**src/hdl/apbq_pkg.sv**
```systemverilog
`timescale 1ns / 1ps

package apbq_pkg;

    // Divider operand widths: theta << 25 needs 49 bits, Q needs 24.
    localparam int DIVD_W = 49;
    localparam int DIVS_W = 24;

    // Shared multiplier operand width (magnitudes).
    localparam int MUL_W = 33;

    localparam logic [23:0] THETA_MIN = 24'd419;
    localparam logic [23:0] THETA_MAX = 24'd8388608;

    localparam logic [32:0] ONE_Q32     = 33'h1_0000_0000;
    localparam logic [48:0] LN2_Q32     = 49'd2977044472;
    localparam logic [48:0] EXP_ZERO_A  = 49'd98242467576;   // 33 * ln2 in Q.32

    localparam logic [3:0] HORNER_TERMS = 4'd12;

    localparam logic CFG_RAD_PER_UNIT = 1'b0;
    localparam logic CFG_BLOCK_LENGTH = 1'b1;

    typedef enum logic [4:0] {
        S_IDLE,
        S_TH_MUL,
        S_TH_CLAMP,
        S_A_START,
        S_A_WAIT,
        S_RED,
        S_HMUL,
        S_H_START,
        S_H_WAIT,
        S_EXP,
        S_SQ,
        S_SQ2,
        S_COS,
        S_CMUL,
        S_CFIN,
        S_F0,
        S_F1,
        S_F2,
        S_F3,
        S_F4,
        S_Y
    } t_state;

endpackage

```
**src/hdl/allpass_biquad_swept_unit.sv**
```systemverilog
`timescale 1ns / 1ps

// Swept second-order all-pass filter (direct form I), one sample per word.
// Input channel: i_in_valid / o_in_stall carries sample, frequency and Q.
// Output channel: o_out_valid / i_out_stall carries the filtered sample.
// Config port: i_cfg_we writes rad_per_unit (index 0) or block_length
// (index 1); write only while the unit is idle.
// A plain sample runs through four passes of the shared 33x33 multiplier,
// the last accumulate and the rounding step from accept to output; the
// next word can be accepted in the cycle after the output is written. At
// block position 0 and at the block midpoint the coefficients are rebuilt
// first: theta multiply, a 49-step serial divide for theta/(2Q), the ln2
// reduction steps, a 12-term Horner series that runs one multiply and
// one 49-step divide per term, then r2 and the cross term. One word is
// in flight at a time.
// Reset clears the delay line, coefficients and block position and loads
// the register defaults. A stalled output word holds in the output
// register; the next word may be accepted meanwhile and waits in its final
// step until the output register frees up.
module allpass_biquad_swept_unit #(
    parameter int SAMPLE_WIDTH = 24,
    parameter int MAX_BLOCK    = 4096
) (
    input  logic                    i_clk,
    input  logic                    i_rst_n,
    input  logic                    i_in_valid,
    output logic                    o_in_stall,
    input  logic [SAMPLE_WIDTH-1:0] i_sample_in,
    input  logic [19:0]             i_freq_control,
    input  logic [23:0]             i_q_control,
    output logic                    o_out_valid,
    input  logic                    i_out_stall,
    output logic [SAMPLE_WIDTH-1:0] o_sample_out,
    input  logic                    i_cfg_we,
    input  logic                    i_cfg_index,
    input  logic [31:0]             i_cfg_data
);
    import apbq_pkg::*;

    localparam int SW    = SAMPLE_WIDTH;
    localparam int POS_W = $clog2(MAX_BLOCK);
    localparam int LEN_W = POS_W + 1;
    localparam int ACC_W = SW + 29;

    // Config registers
    logic [31:0] r_rpu;
    logic [12:0] r_blen;

    // Sequencer and captured word
    t_state r_state, n_state;
    logic signed [SW-1:0] r_x;
    logic [19:0]          r_freq;
    logic [23:0]          r_q;

    // Filter state
    logic signed [SW-1:0] r_x1, r_x2, r_y1, r_y2;
    logic [23:0]          r_coef_sq;
    logic signed [24:0]   r_coef_cross;
    logic [POS_W-1:0]     r_pos;

    // Coefficient working registers
    logic [23:0]          r_theta;
    logic [48:0]          r_a;
    logic [5:0]           r_n;
    logic [32:0]          r_p;
    logic [3:0]           r_k;
    logic [31:0]          r_e;
    logic signed [26:0]   r_cosa;

    // Shared multiplier
    logic [MUL_W-1:0]     mul_a, mul_b;
    logic                 mul_neg;
    logic [2*MUL_W-1:0]   r_prod;
    logic                 r_prod_neg;

    logic signed [ACC_W-1:0] r_acc;

    logic                 r_out_valid;
    logic [SW-1:0]        r_sample_out;

    // Divider hookup
    logic                 div_start;
    logic [DIVD_W-1:0]    div_dividend;
    logic [DIVS_W-1:0]    div_divisor;
    logic                 div_done;
    logic [DIVD_W-1:0]    div_quo;

    apbq_div u_div (
        .i_clk      (i_clk),
        .i_rst_n    (i_rst_n),
        .i_start    (div_start),
        .i_dividend (div_dividend),
        .i_divisor  (div_divisor),
        .o_done     (div_done),
        .o_quotient (div_quo)
    );

    logic in_acc, out_free;
    assign o_in_stall = (r_state != S_IDLE);
    assign in_acc     = i_in_valid && !o_in_stall;
    assign out_free   = !r_out_valid || !i_out_stall;

    // Block position bookkeeping: clamp the length, restart a position that
    // fell off a shortened block, flag coefficient updates.
    logic [31:0]      blen_ext, len32;
    logic [LEN_W-1:0] len, pos_eff, pos_inc, pos_next;
    logic             upd;

    always_comb begin
        blen_ext = 32'(r_blen);
        if (blen_ext < 32'd2)
            len32 = 32'd2;
        else if (blen_ext > 32'(MAX_BLOCK))
            len32 = 32'(MAX_BLOCK);
        else
            len32 = blen_ext;
        len      = len32[LEN_W-1:0];
        pos_eff  = ({1'b0, r_pos} >= len) ? '0 : {1'b0, r_pos};
        upd      = (pos_eff == '0) || (pos_eff == (len >> 1));
        pos_inc  = pos_eff + 1'b1;
        pos_next = (pos_inc >= len) ? '0 : pos_inc;
    end

    // Coefficient arithmetic taken from the registered product
    logic [55:0] th_raw;
    logic [23:0] th_clamped;
    logic [26:0] sq_sum;
    logic [25:0] sq_half;
    logic [23:0] sq_sat;
    logic [47:0] half_sum;
    logic [25:0] half;
    logic [32:0] p_shift;
    logic [65:0] rnd_sum;
    logic [25:0] rnd;
    logic        cosa_pos;
    logic [26:0] cosa_mag;
    logic signed [25:0] c_full;
    logic signed [24:0] c_sat;

    always_comb begin
        th_raw = r_prod[65:10];
        if (th_raw > 56'(THETA_MAX))
            th_clamped = THETA_MAX;
        else if (th_raw < 56'(THETA_MIN))
            th_clamped = THETA_MIN;
        else
            th_clamped = th_raw[23:0];

        sq_sum  = {1'b0, r_prod[64:39]} + 27'd1;
        sq_half = sq_sum[26:1];
        sq_sat  = (sq_half > 26'd16777215) ? 24'hFF_FFFF : sq_half[23:0];

        half_sum = r_prod[47:0] + 48'd2097152;
        half     = half_sum[47:22];

        p_shift = r_p >> r_n;

        cosa_pos = !r_cosa[26] && (r_cosa != '0);
        cosa_mag = r_cosa[26] ? 27'(-r_cosa) : 27'(r_cosa);
        rnd_sum  = r_prod + 66'd1073741824;
        rnd      = rnd_sum[56:31];
        if (cosa_pos)
            c_full = -$signed(rnd);
        else
            c_full = $signed(rnd);
        if (c_full > 26'sd16777215)
            c_sat = 25'sd16777215;
        else
            c_sat = c_full[24:0];
    end

    // Filter operand magnitudes and signs
    logic [SW-1:0] x_mag, x1_mag, y1_mag, y2_mag;
    logic [24:0]   c_mag;
    logic          c_neg;

    always_comb begin
        x_mag  = r_x[SW-1]  ? SW'(-r_x)  : SW'(r_x);
        x1_mag = r_x1[SW-1] ? SW'(-r_x1) : SW'(r_x1);
        y1_mag = r_y1[SW-1] ? SW'(-r_y1) : SW'(r_y1);
        y2_mag = r_y2[SW-1] ? SW'(-r_y2) : SW'(r_y2);
        c_neg  = r_coef_cross[24];
        c_mag  = c_neg ? 25'(-r_coef_cross) : 25'(r_coef_cross);
    end

    // Accumulate one term and round the result
    logic [ACC_W-1:0]        term;
    logic signed [ACC_W-1:0] acc_n;
    logic signed [ACC_W-1:0] acc_rnd, y_full, y_max, y_min;
    logic [SW-1:0]           y_sat;

    always_comb begin
        if (r_state == S_F2 || r_state == S_F3)
            term = {r_prod[ACC_W-2:0], 1'b0};
        else
            term = r_prod[ACC_W-1:0];
        acc_n = r_prod_neg ? (r_acc - $signed(term)) : (r_acc + $signed(term));

        acc_rnd = r_acc + ACC_W'(64'd8388608);
        y_full  = acc_rnd >>> 24;
        y_max   = ACC_W'($signed({1'b0, {(SW-1){1'b1}}}));
        y_min   = ~y_max;
        if (y_full > y_max)
            y_sat = y_max[SW-1:0];
        else if (y_full < y_min)
            y_sat = y_min[SW-1:0];
        else
            y_sat = y_full[SW-1:0];
    end

    // Next state
    always_comb begin
        n_state = r_state;
        case (r_state)
            S_IDLE:     if (in_acc) n_state = upd ? S_TH_MUL : S_F0;
            S_TH_MUL:   n_state = S_TH_CLAMP;
            S_TH_CLAMP: n_state = S_A_START;
            S_A_START:  n_state = S_A_WAIT;
            S_A_WAIT:   if (div_done) n_state = S_RED;
            S_RED: begin
                if (r_a >= EXP_ZERO_A)
                    n_state = S_SQ;
                else if (r_a < LN2_Q32)
                    n_state = S_HMUL;
            end
            S_HMUL:     n_state = S_H_START;
            S_H_START:  n_state = S_H_WAIT;
            S_H_WAIT:   if (div_done) n_state = (r_k == 4'd1) ? S_EXP : S_HMUL;
            S_EXP:      n_state = S_SQ;
            S_SQ:       n_state = S_SQ2;
            S_SQ2:      n_state = S_COS;
            S_COS:      n_state = S_CMUL;
            S_CMUL:     n_state = S_CFIN;
            S_CFIN:     n_state = S_F0;
            S_F0:       n_state = S_F1;
            S_F1:       n_state = S_F2;
            S_F2:       n_state = S_F3;
            S_F3:       n_state = S_F4;
            S_F4:       n_state = S_Y;
            S_Y:        if (out_free) n_state = S_IDLE;
            default:    n_state = S_IDLE;
        endcase
    end

    // Shared unit operand steering
    always_comb begin
        mul_a        = '0;
        mul_b        = '0;
        mul_neg      = 1'b0;
        div_start    = 1'b0;
        div_dividend = {r_theta, 25'd0};
        div_divisor  = (r_q == '0) ? 24'd1 : r_q;
        case (r_state)
            S_TH_MUL: begin
                mul_a = {1'b0, r_rpu};
                mul_b = MUL_W'(r_freq);
            end
            S_A_START: div_start = 1'b1;
            S_HMUL: begin
                mul_a = {1'b0, r_a[31:0]};
                mul_b = r_p;
            end
            S_H_START: begin
                div_start    = 1'b1;
                div_dividend = DIVD_W'(r_prod[65:32]);
                div_divisor  = DIVS_W'(r_k);
            end
            S_SQ: begin
                mul_a = {1'b0, r_e};
                mul_b = {1'b0, r_e};
            end
            S_SQ2: begin
                mul_a = MUL_W'(r_theta);
                mul_b = MUL_W'(r_theta);
            end
            S_CMUL: begin
                mul_a = MUL_W'(cosa_mag);
                mul_b = {1'b0, r_e};
            end
            S_F0: begin
                mul_a   = MUL_W'(r_coef_sq);
                mul_b   = MUL_W'(x_mag);
                mul_neg = r_x[SW-1];
            end
            S_F1: begin
                mul_a   = MUL_W'(c_mag);
                mul_b   = MUL_W'(x1_mag);
                mul_neg = c_neg ^ r_x1[SW-1];
            end
            S_F2: begin
                mul_a   = MUL_W'(c_mag);
                mul_b   = MUL_W'(y1_mag);
                mul_neg = ~(c_neg ^ r_y1[SW-1]);
            end
            S_F3: begin
                mul_a   = MUL_W'(r_coef_sq);
                mul_b   = MUL_W'(y2_mag);
                mul_neg = ~r_y2[SW-1];
            end
            default: begin
                mul_a = '0;
            end
        endcase
    end

    // Multiplier output register
    always_ff @(posedge i_clk) begin
        r_prod     <= mul_a * mul_b;
        r_prod_neg <= mul_neg;
    end

    // Config registers
    always_ff @(posedge i_clk) begin
        if (!i_rst_n) begin
            r_rpu  <= 32'd35137;
            r_blen <= 13'd64;
        end else if (i_cfg_we) begin
            if (i_cfg_index == CFG_RAD_PER_UNIT)
                r_rpu <= i_cfg_data;
            else
                r_blen <= i_cfg_data[12:0];
        end
    end

    // Output valid: raise when a word lands in the output register, drop once taken
    always_ff @(posedge i_clk) begin
        if (!i_rst_n)
            r_out_valid <= 1'b0;
        else if (r_state == S_Y && out_free)
            r_out_valid <= 1'b1;
        else if (!i_out_stall)
            r_out_valid <= 1'b0;
    end

    // Sequencer, filter state and datapath registers
    always_ff @(posedge i_clk) begin
        if (!i_rst_n) begin
            r_state      <= S_IDLE;
            r_x1         <= '0;
            r_x2         <= '0;
            r_y1         <= '0;
            r_y2         <= '0;
            r_coef_sq    <= '0;
            r_coef_cross <= '0;
            r_pos        <= '0;
        end else begin
            r_state <= n_state;
            case (r_state)
                S_IDLE: begin
                    if (in_acc) begin
                        r_x    <= i_sample_in;
                        r_freq <= i_freq_control;
                        r_q    <= i_q_control;
                        r_pos  <= pos_next[POS_W-1:0];
                    end
                end
                S_TH_CLAMP: r_theta <= th_clamped;
                S_A_WAIT: begin
                    r_a <= div_quo;
                    r_n <= '0;
                end
                S_RED: begin
                    if (r_a >= EXP_ZERO_A) begin
                        r_e <= '0;
                    end else if (r_a >= LN2_Q32) begin
                        r_a <= r_a - LN2_Q32;
                        r_n <= r_n + 1'b1;
                    end else begin
                        r_p <= ONE_Q32;
                        r_k <= HORNER_TERMS;
                    end
                end
                S_H_WAIT: begin
                    if (div_done) begin
                        r_p <= ONE_Q32 - div_quo[32:0];
                        r_k <= r_k - 1'b1;
                    end
                end
                S_EXP:  r_e <= p_shift[32] ? 32'hFFFF_FFFF : p_shift[31:0];
                S_SQ2:  r_coef_sq <= sq_sat;
                S_COS:  r_cosa <= 27'sd8388608 - $signed({1'b0, half});
                S_CFIN: r_coef_cross <= c_sat;
                S_F0:   r_acc <= $signed({{5{r_x2[SW-1]}}, r_x2, 24'd0});
                S_F1, S_F2, S_F3, S_F4: r_acc <= acc_n;
                S_Y: begin
                    if (out_free) begin
                        r_sample_out <= y_sat;
                        r_x2         <= r_x1;
                        r_x1         <= r_x;
                        r_y2         <= r_y1;
                        r_y1         <= $signed(y_sat);
                    end
                end
                default: begin
                end
            endcase
        end
    end

    assign o_out_valid  = r_out_valid;
    assign o_sample_out = r_sample_out;

endmodule

```
**src/hdl/apbq_div.sv**
```systemverilog
`timescale 1ns / 1ps

module apbq_div (
    input  logic                        i_clk,
    input  logic                        i_rst_n,
    input  logic                        i_start,
    input  logic [apbq_pkg::DIVD_W-1:0] i_dividend,
    input  logic [apbq_pkg::DIVS_W-1:0] i_divisor,
    output logic                        o_done,
    output logic [apbq_pkg::DIVD_W-1:0] o_quotient
);
    import apbq_pkg::*;

    localparam int CNT_W = $clog2(DIVD_W + 1);

    logic [DIVD_W-1:0] r_quo;
    logic [DIVS_W-1:0] r_rem;
    logic [DIVS_W-1:0] r_div;
    logic [CNT_W-1:0]  r_cnt;
    logic              r_busy;
    logic              r_done;

    logic [DIVS_W:0]   trial;
    logic [DIVS_W:0]   diff;
    logic              ge;
    logic [DIVS_W-1:0] n_rem;

    // One restoring step per cycle, quotient bits shift in behind the dividend.
    always_comb begin
        trial = {r_rem, r_quo[DIVD_W-1]};
        ge    = trial >= {1'b0, r_div};
        diff  = trial - {1'b0, r_div};
        n_rem = ge ? diff[DIVS_W-1:0] : trial[DIVS_W-1:0];
    end

    always_ff @(posedge i_clk) begin
        if (!i_rst_n) begin
            r_busy <= 1'b0;
            r_done <= 1'b0;
            r_cnt  <= '0;
        end else begin
            r_done <= 1'b0;
            if (i_start) begin
                r_quo  <= i_dividend;
                r_rem  <= '0;
                r_div  <= i_divisor;
                r_cnt  <= CNT_W'(DIVD_W);
                r_busy <= 1'b1;
            end else if (r_busy) begin
                r_quo <= {r_quo[DIVD_W-2:0], ge};
                r_rem <= n_rem;
                r_cnt <= r_cnt - 1'b1;
                if (r_cnt == CNT_W'(1)) begin
                    r_busy <= 1'b0;
                    r_done <= 1'b1;
                end
            end
        end
    end

    assign o_done     = r_done;
    assign o_quotient = r_quo;

endmodule
```
**config.mk**
```make
export PLATFORM = sky130hd
export DESIGN_NAME = allpass_biquad_swept_unit
export DESIGN_NICKNAME = d
export VERILOG_FILES = /design/src/hdl/apbq_pkg.sv /design/src/hdl/allpass_biquad_swept_unit.sv /design/src/hdl/apbq_div.sv
export SDC_FILE = /design/constraint.sdc
export NUM_CORES = 2
export LEC_CHECK = 0
export ABC_CLOCK_PERIOD_IN_PS = 25800
export BUFFER_PORTS_ARGS = -buffer_cell sky130_fd_sc_hd__buf_2
export CORE_ASPECT_RATIO = 1.25
export CORE_UTILIZATION = 45
export DETAILED_ROUTE_END_ITERATION = 10
export GPL_TIMING_DRIVEN = 0
export REMOVE_ABC_BUFFERS = 1
export SLEW_MARGIN = 5
export SYNTH_ARGS = -nofsm -noshare
export SYNTH_HDL_FRONTEND = slang
export SYNTH_SLANG_ARGS = --single-unit
```
**constraint.sdc**
```tcl
create_clock -name i_clk -period 25.8 [get_ports i_clk]
set_input_delay 2.58 -clock i_clk [delete_from_list [all_inputs] [get_ports i_clk]]
set_output_delay 2.58 -clock i_clk [all_outputs]
set_load 0.02 [all_outputs]
```
* Yosys cells after proc, flatten, opt, wreduce, memory -nomap -nowiden *
Cells that the tools add are included.

cells by class
  add/sub/neg operators = 21
  multiply operators = 1
  magnitude comparators = 14
  equality and inequality tests = 33
  shift-type cells = 1
  mux-type cells = 64
  bitwise logic cells = 7
  reduce and logical (&&, ||, !) cells = 44

operators by type and width
  operator                                                                               number
  33-bit case mux with 8 select lines                                                    1
  49-bit 2-to-1 mux                                                                      5
  24-bit 2-to-1 mux                                                                      10
  32-bit case mux with 7 select lines                                                    1
  53-bit 2-to-1 mux                                                                      2
  53-bit case mux with 2 select lines                                                    1
  5-bit case mux with 21 select lines                                                    1
  33-bit 2-to-1 mux                                                                      3
  49-bit case mux with 2 select lines                                                    1
  24-bit negation                                                                        4
  33-bit by 33-bit multiplier with 66-bit output                                         1
  33-bit case mux with 2 select lines                                                    1
  32-bit 2-to-1 mux                                                                      2
  32-bit case mux with 2 select lines                                                    1
  57-bit by 31-bit adder with 57-bit output, second input constant                       1
  56-bit by 24-bit greater-than comparator with 1-bit output, second input constant      1
  56-bit by 9-bit less-than comparator with 1-bit output, second input constant          1
  53-bit by 24-bit adder with 53-bit output, second input constant                       1
  53-bit adder                                                                           1
  53-bit subtractor                                                                      1
  25-bit 2-to-1 mux                                                                      2
  49-bit by 32-bit greater-or-equal comparator with 1-bit output, second input constant  1
  49-bit by 37-bit greater-or-equal comparator with 1-bit output, second input constant  1
  49-bit by 32-bit less-than comparator with 1-bit output, second input constant         1
  other kinds (63)                                                                       140

word-level totals
  register bits = 700
  bits of input ports = 106
  output and inout bits = 26
  logic and storage cells = 219

* Logic depth before layout (Yosys ltp) *
  depth after elaboration = 10
  gate-level depth with buffers = 42
  depth with buffers taken out = 36

* Hierarchy *
A second synthesis with hierarchy kept.

second synthesis, totals
  cell total of the unflattened synthesis = 9115
  area, all modules = 78381.4 µm²

modules (own cells, without submodules)
  module                     times used  cells each  area an instance (µm²)  seq. area each (µm²)
  allpass_biquad_swept_unit  1           8665        72768.5                 15114.5
  apbq_div                   1           450         5612.9                  3072.9

* Worst setup path after synthesis *
No wires, ideal clock.

  path kind = register to register
  start point = register r_cosa[12]
  end point = register r_prod[64]
  setup time = 0.124 ns
  arrival = 9.907 ns
  required time = 25.676 ns
  setup slack = 15.769 ns
  stages on the path, launching flop included = 35
  path buffers = 3
  clock period less this slack = 10.031 ns
  cells stage by stage = edfxtp_1 -> or4_4 -> or3_4 -> or3_4 -> or3_1 -> or3_4 -> o21ai_1 -> xor2_1 -> o221a_2 -> buf_4 -> buf_6 -> nor2_1 -> fa_1 -> inv_1 -> fa_1 -> inv_1 -> fa_1 -> fa_1 -> fa_1 -> fa_1 -> fa_1 -> inv_1 -> fa_1 -> inv_1 -> ha_1 -> clkbuf_1 -> and4_1 -> nand3_1 -> or4_1 -> a21oi_1 -> o211ai_1 -> a2111oi_0 -> or3_1 -> a311oi_1 -> xnor2_1

between the ends
  longest elaborated chain between the ends = 4

ends and longest elaborated chain
  what                                              RTL line                          source
  start, declared                                   allpass_biquad_swept_unit.sv:68   logic signed [26:0] r_cosa;
  start signal, assigned                            allpass_biquad_swept_unit.sv:381  S_COS: r_cosa <= 27'sd8388608 - $signed({1'b0, half});
  27-bit negation                                   allpass_biquad_swept_unit.sv:159  cosa_mag = r_cosa[26] ? 27'(-r_cosa) : 27'(r_cosa);
  27-bit 2-to-1 mux *                               allpass_biquad_swept_unit.sv:159
  32-bit case mux with 7 select lines *             allpass_biquad_swept_unit.sv:253  case (r_state)
  33-bit by 33-bit multiplier with 66-bit output *  allpass_biquad_swept_unit.sv:308  r_prod <= mul_a * mul_b;
  end signal, assigned                              allpass_biquad_swept_unit.sv:308
  end, declared                                     allpass_biquad_swept_unit.sv:73   logic [2*MUL_W-1:0] r_prod;

Every way passes the cells marked *; elsewhere a longest branch is shown, timed or not.
A chain may end at the register's enable or synchronous reset.

* Worst setup path after layout *
  start point = register r_state[0]
  end point = register r_prod[65]

between the ends
  longest elaborated chain between the ends = 4
  elaborated cells on any way between the ends = 15
  those cells by class = 1 x mul; 9 x eq/ne; 2 x mux; 3 x reduce/logical

ends and longest elaborated chain
  what                                                                                        RTL line                          source
  start, declared                                                                             allpass_biquad_swept_unit.sv:50   t_state r_state, n_state;
  start signal, assigned                                                                      allpass_biquad_swept_unit.sv:347  r_state <= n_state;
  5-bit by 4-bit equality test with 1-bit output or 5-bit equality test (tied branches)       allpass_biquad_swept_unit.sv:253
  2-bit OR reduction (no source line)                                                         --
  33-bit case mux with 8 select lines or 32-bit case mux with 7 select lines (tied branches)  allpass_biquad_swept_unit.sv:253
  33-bit by 33-bit multiplier with 66-bit output *                                            allpass_biquad_swept_unit.sv:308

Marks and branches as above.

==> impl_metrics.tcl <==
set metrics [dict create \
    slew_headroom_pct -2.269 \
    clk_latency_ps 750 \
    drc 0 \
    r2r_slack_ps 11240 \
    async_flop_share_pct 0 \
    cts_setup_buffers 0 \
    p_per_area_mw_per_mm2 78.77 \
    tns_ps 0 \
    p_comb_share_pct 57.4 \
    cp_slowest_cell "a222oi_1" \
    yosysMostFrequentCell "nand2_1" \
    cts.reportedPaths.clkPinSlew_ps 60 \
    p_int_mw 3.342 \
    rows 170 \
    fmax_mhz 68.69 \
    rr_worst_depth 29 \
    synth_commonest_cells "nand2_1, inv_1, nor2_1" \
    fin_skew_ps 61.85 \
    first_pass_iters 8 \
    post-route-period-util_pct 56.43 \
    start_util_pct 45.30 \
    synth_area_mm2 0.07777 \
    avgSynthCellArea_um2 8.640 \
    cts_hold_buf 0 \
    drt_iter0_drc 5906 \
    die_area_mm2 0.1745 \
    dr_total_vias 66340 \
    dp_hpwl_um 236500 \
    io_pins 132 \
    crit_top_cell "fa_1" \
    clock-sinks 700 \
    clock_power_share_pct 19.4 \
    track_usage_pct 34.19 \
    switching_share_pct 49.82 \
    synth_top_area_share_pct 23.92 \
    cts_buffers 83 \
    crit_required_ps 26430 \
    start_kind "flop" \
    globalplace.congestion 0.9976 \
    grt_max_degree 93 \
    grt_pass1_wl_um 441400 \
    synth_enable_flop_cells 417 \
    area_delta_synth_final_pct 8.716 \
    switchingPower_mw 3.318 \
    drtAntennaViolNets 0 \
    cp_max_fo 28 \
    routed_wl_um 297500 \
    finalHoldViolCount 0 \
    die_height_um 466.8 \
    overflow 0 \
    design.core.area_mm2 0.1717 \
    arrival_ps 15190 \
    portBuffers 131 \
    r2r-start "r_state[0]$_SDFFE_PN0P_" \
    tritoncts "built" \
    cts_root_buf "clkbuf_16" \
    vdd_drop_max_uv 96.34 \
    cpPeakStageDelay_ps 1160 \
    synthTopCellsByArea "fa_1, edfxtp_1, dfxtp_1" \
    cap_violations 2 \
    worstHoldStart "r_x2[15]$_SDFFE_PN0P_" \
    grt_setup_unrepaired "false" \
    r2r-end "r_prod[65]$_DFF_P_" \
    synth_area_leader_cell "fa_1" \
    worstSetupEndpointType "flop" \
    yosysSeqAreaShare_pct 23.39 \
    nets 10250 \
    p_leak_nw 37.46 \
    ys_ff_latch 700 \
    final_max_slew_viol_count 20 \
    htreeDepth 3 \
    ys_warn_count 0 \
    outcome "complete, but fails checks" \
    worstSetupPathType "reg2reg" \
    setup_viol 0 \
    synth_cell_types 100 \
    syn-instance-count 9001 \
    synth_ff_type "edfxtp_1" \
    holdPathStages 2 \
    die_w_um 373.8 \
    seqPwrFrac_pct 23.2 \
    drive_above_1_share_pct 6.499 \
    ctsResizeCount 0 \
    grt_pass1_vias 67110 \
    fin_hold_ws_ps 460.2 \
    worstMarginPinSlew_ps 1532 \
    violations "capacitance limit, slew limit" \
    hold_path.class "reg2reg" \
    antenna_found_initial 13 \
    vias_per_cell 5.958 \
    routedWlPerCell_um 26.72 \
    min_period_ps 14560 \
    clk_path_buf_depth 3 \
    min_to "r_x2[15]$_SDFFE_PN0P_" \
]
==> critical path: cells and delay by family, from the launching register on <==
family / cells / cell delay, ps
compound gates: 10 / 5500
simple gates: 5 / 2370
fa+ha+maj: 9 / 4690
flops: 1 / 990
buf+inv: 5 / 830
==> routing by layer <==
| layer | part of all wire [%] | vias up | track usage, % |
|---|---|---|---|
| li1 | - | 29320 | - |
| met1 | 38 | 33110 | 41.09 |
| met2 | 46 | 3017 | 55.37 |
| met3 | 7.6 | 884 | 5.945 |
| met4 | 8.5 | 8 | 24.79 |
| met5 | 0.018 | - | 0 |
==> layout by cell type (no fill, tap or decap), drive strengths merged, types with 29 or more instances in the layout <==
cell type and count:
nor3 126, o31ai 54, and2 79, fa 929
a22oi 45, and3 49, nand4 55, a222oi 30
nor2b 34, nor4 57, dfxtp 283, nand2b 77
o21ai 342, or2 30, o211a 30, buf 269
ha 395, clkbuf 111, nand3 155, edfxtp 417
xnor2 244, a21oi 422, or4 45, o211ai 35
a31oi 60, o21a 29, nand2 1297, mux2i 95
inv 1204, or3 59, a21o 98, a211oi 37
nor2 958, a22o 64, xor2 261
==> cells by family after synthesis <==
group                    count (synthesis)  share of synthesized area, %
AO/OA/AOI/OAI                         1521                         12.94
buffers and inverters                 1736                         8.545
flip-flops                             700                         23.39
multiplexers                           112                         1.469
XOR/XNOR                               505                         5.688
AND/OR/NAND/NOR                       3103                         17.70
adder cells (fa/ha/maj)               1324                         30.27
==> per-stage QoR <==
stage                     total power, mW  cells  util, %  cell area (um2)  setup slack [ps]
after floorplan                     3.764   8468        -            75640             13590
final                               6.659  11130    49.25            84540             11240
after global routing                6.976  11130    49.25            84530             10930
after CTS                           6.573  11130    49.20            84450             11470
after global placement              5.124  10840    46.08            79090              5997
after detailed placement            5.260  10970    47.47            81490             11550
==> power groups by stage <==
stage               combinational (mW)  clock (mW)  sequential (mW)
floorplan                         2.34           0             1.43
global placement                  3.55           0             1.57
detailed placement                3.71           0             1.55
CTS                               3.73        1.31             1.53
global route                      4.09        1.35             1.54
finish                            3.82        1.29             1.55
==> state kept, by name (all words and copies together), names as in the netlist, 12 cells and up <==
name / cells
r_x2: 24
r_q: 24
r_x: 24
r_e: 32
r_acc: 53
r_x1: 24
r_prod: 66
u_div.r_div: 24
r_rpu: 32
r_freq: 20
r_p: 33
r_y1: 24
r_a: 49
r_y2: 24
r_blen: 13
r_coef_sq: 24
r_theta: 24
r_coef_cross: 25
u_div.r_rem: 24
r_cosa: 27
u_div.o_quotient: 49
o_sample_out: 24
r_pos: 12
==> final cells by class <==
| type | count | area [um2] |
|---|---|---|
| Clock inverter | 45 | 624.3 |
| Tap cell | 2236 | 2798 |
| Sequential cell | 700 | 18190 |
| Clock buffer | 111 | 2337 |
| Antenna cell | 5 | 12.51 |
| Multi-Input combinational cell | 6565 | 53490 |
| Timing Repair Buffer | 269 | 2571 |
| Fill cell | 16340 | 87110 |
| Inverter | 1203 | 4521 |
==> how the worst max path moves through the flow <==
| stage | endpoint | depth (start not counted) | startpoint | slack [ps] |
|---|---|---|---|---|
| 6_report | r_prod[65]$_DFF_P_ | 29 | r_state[0]$_SDFFE_PN0P_ | 11240 |
| 5_1_grt | r_prod[65]$_DFF_P_ | 30 | r_state[0]$_SDFFE_PN0P_ | 10930 |
| 4_1_cts | r_prod[65]$_DFF_P_ | 33 | r_state[0]$_SDFFE_PN0P_ | 11470 |
| 3_5_place_dp | r_prod[65]$_DFF_P_ | 33 | r_state[0]$_SDFFE_PN0P_ | 11550 |
| 3_3_place_gp | r_prod[63]$_DFF_P_ | 30 | r_state[3]$_SDFFE_PN0P_ | 6000 |
| 2_1_floorplan | r_prod[65]$_DFF_P_ | 28 | r_state[0]$_SDFFE_PN0P_ | 13590 |
Note: power is estimated with default switching activity, not from simulation.
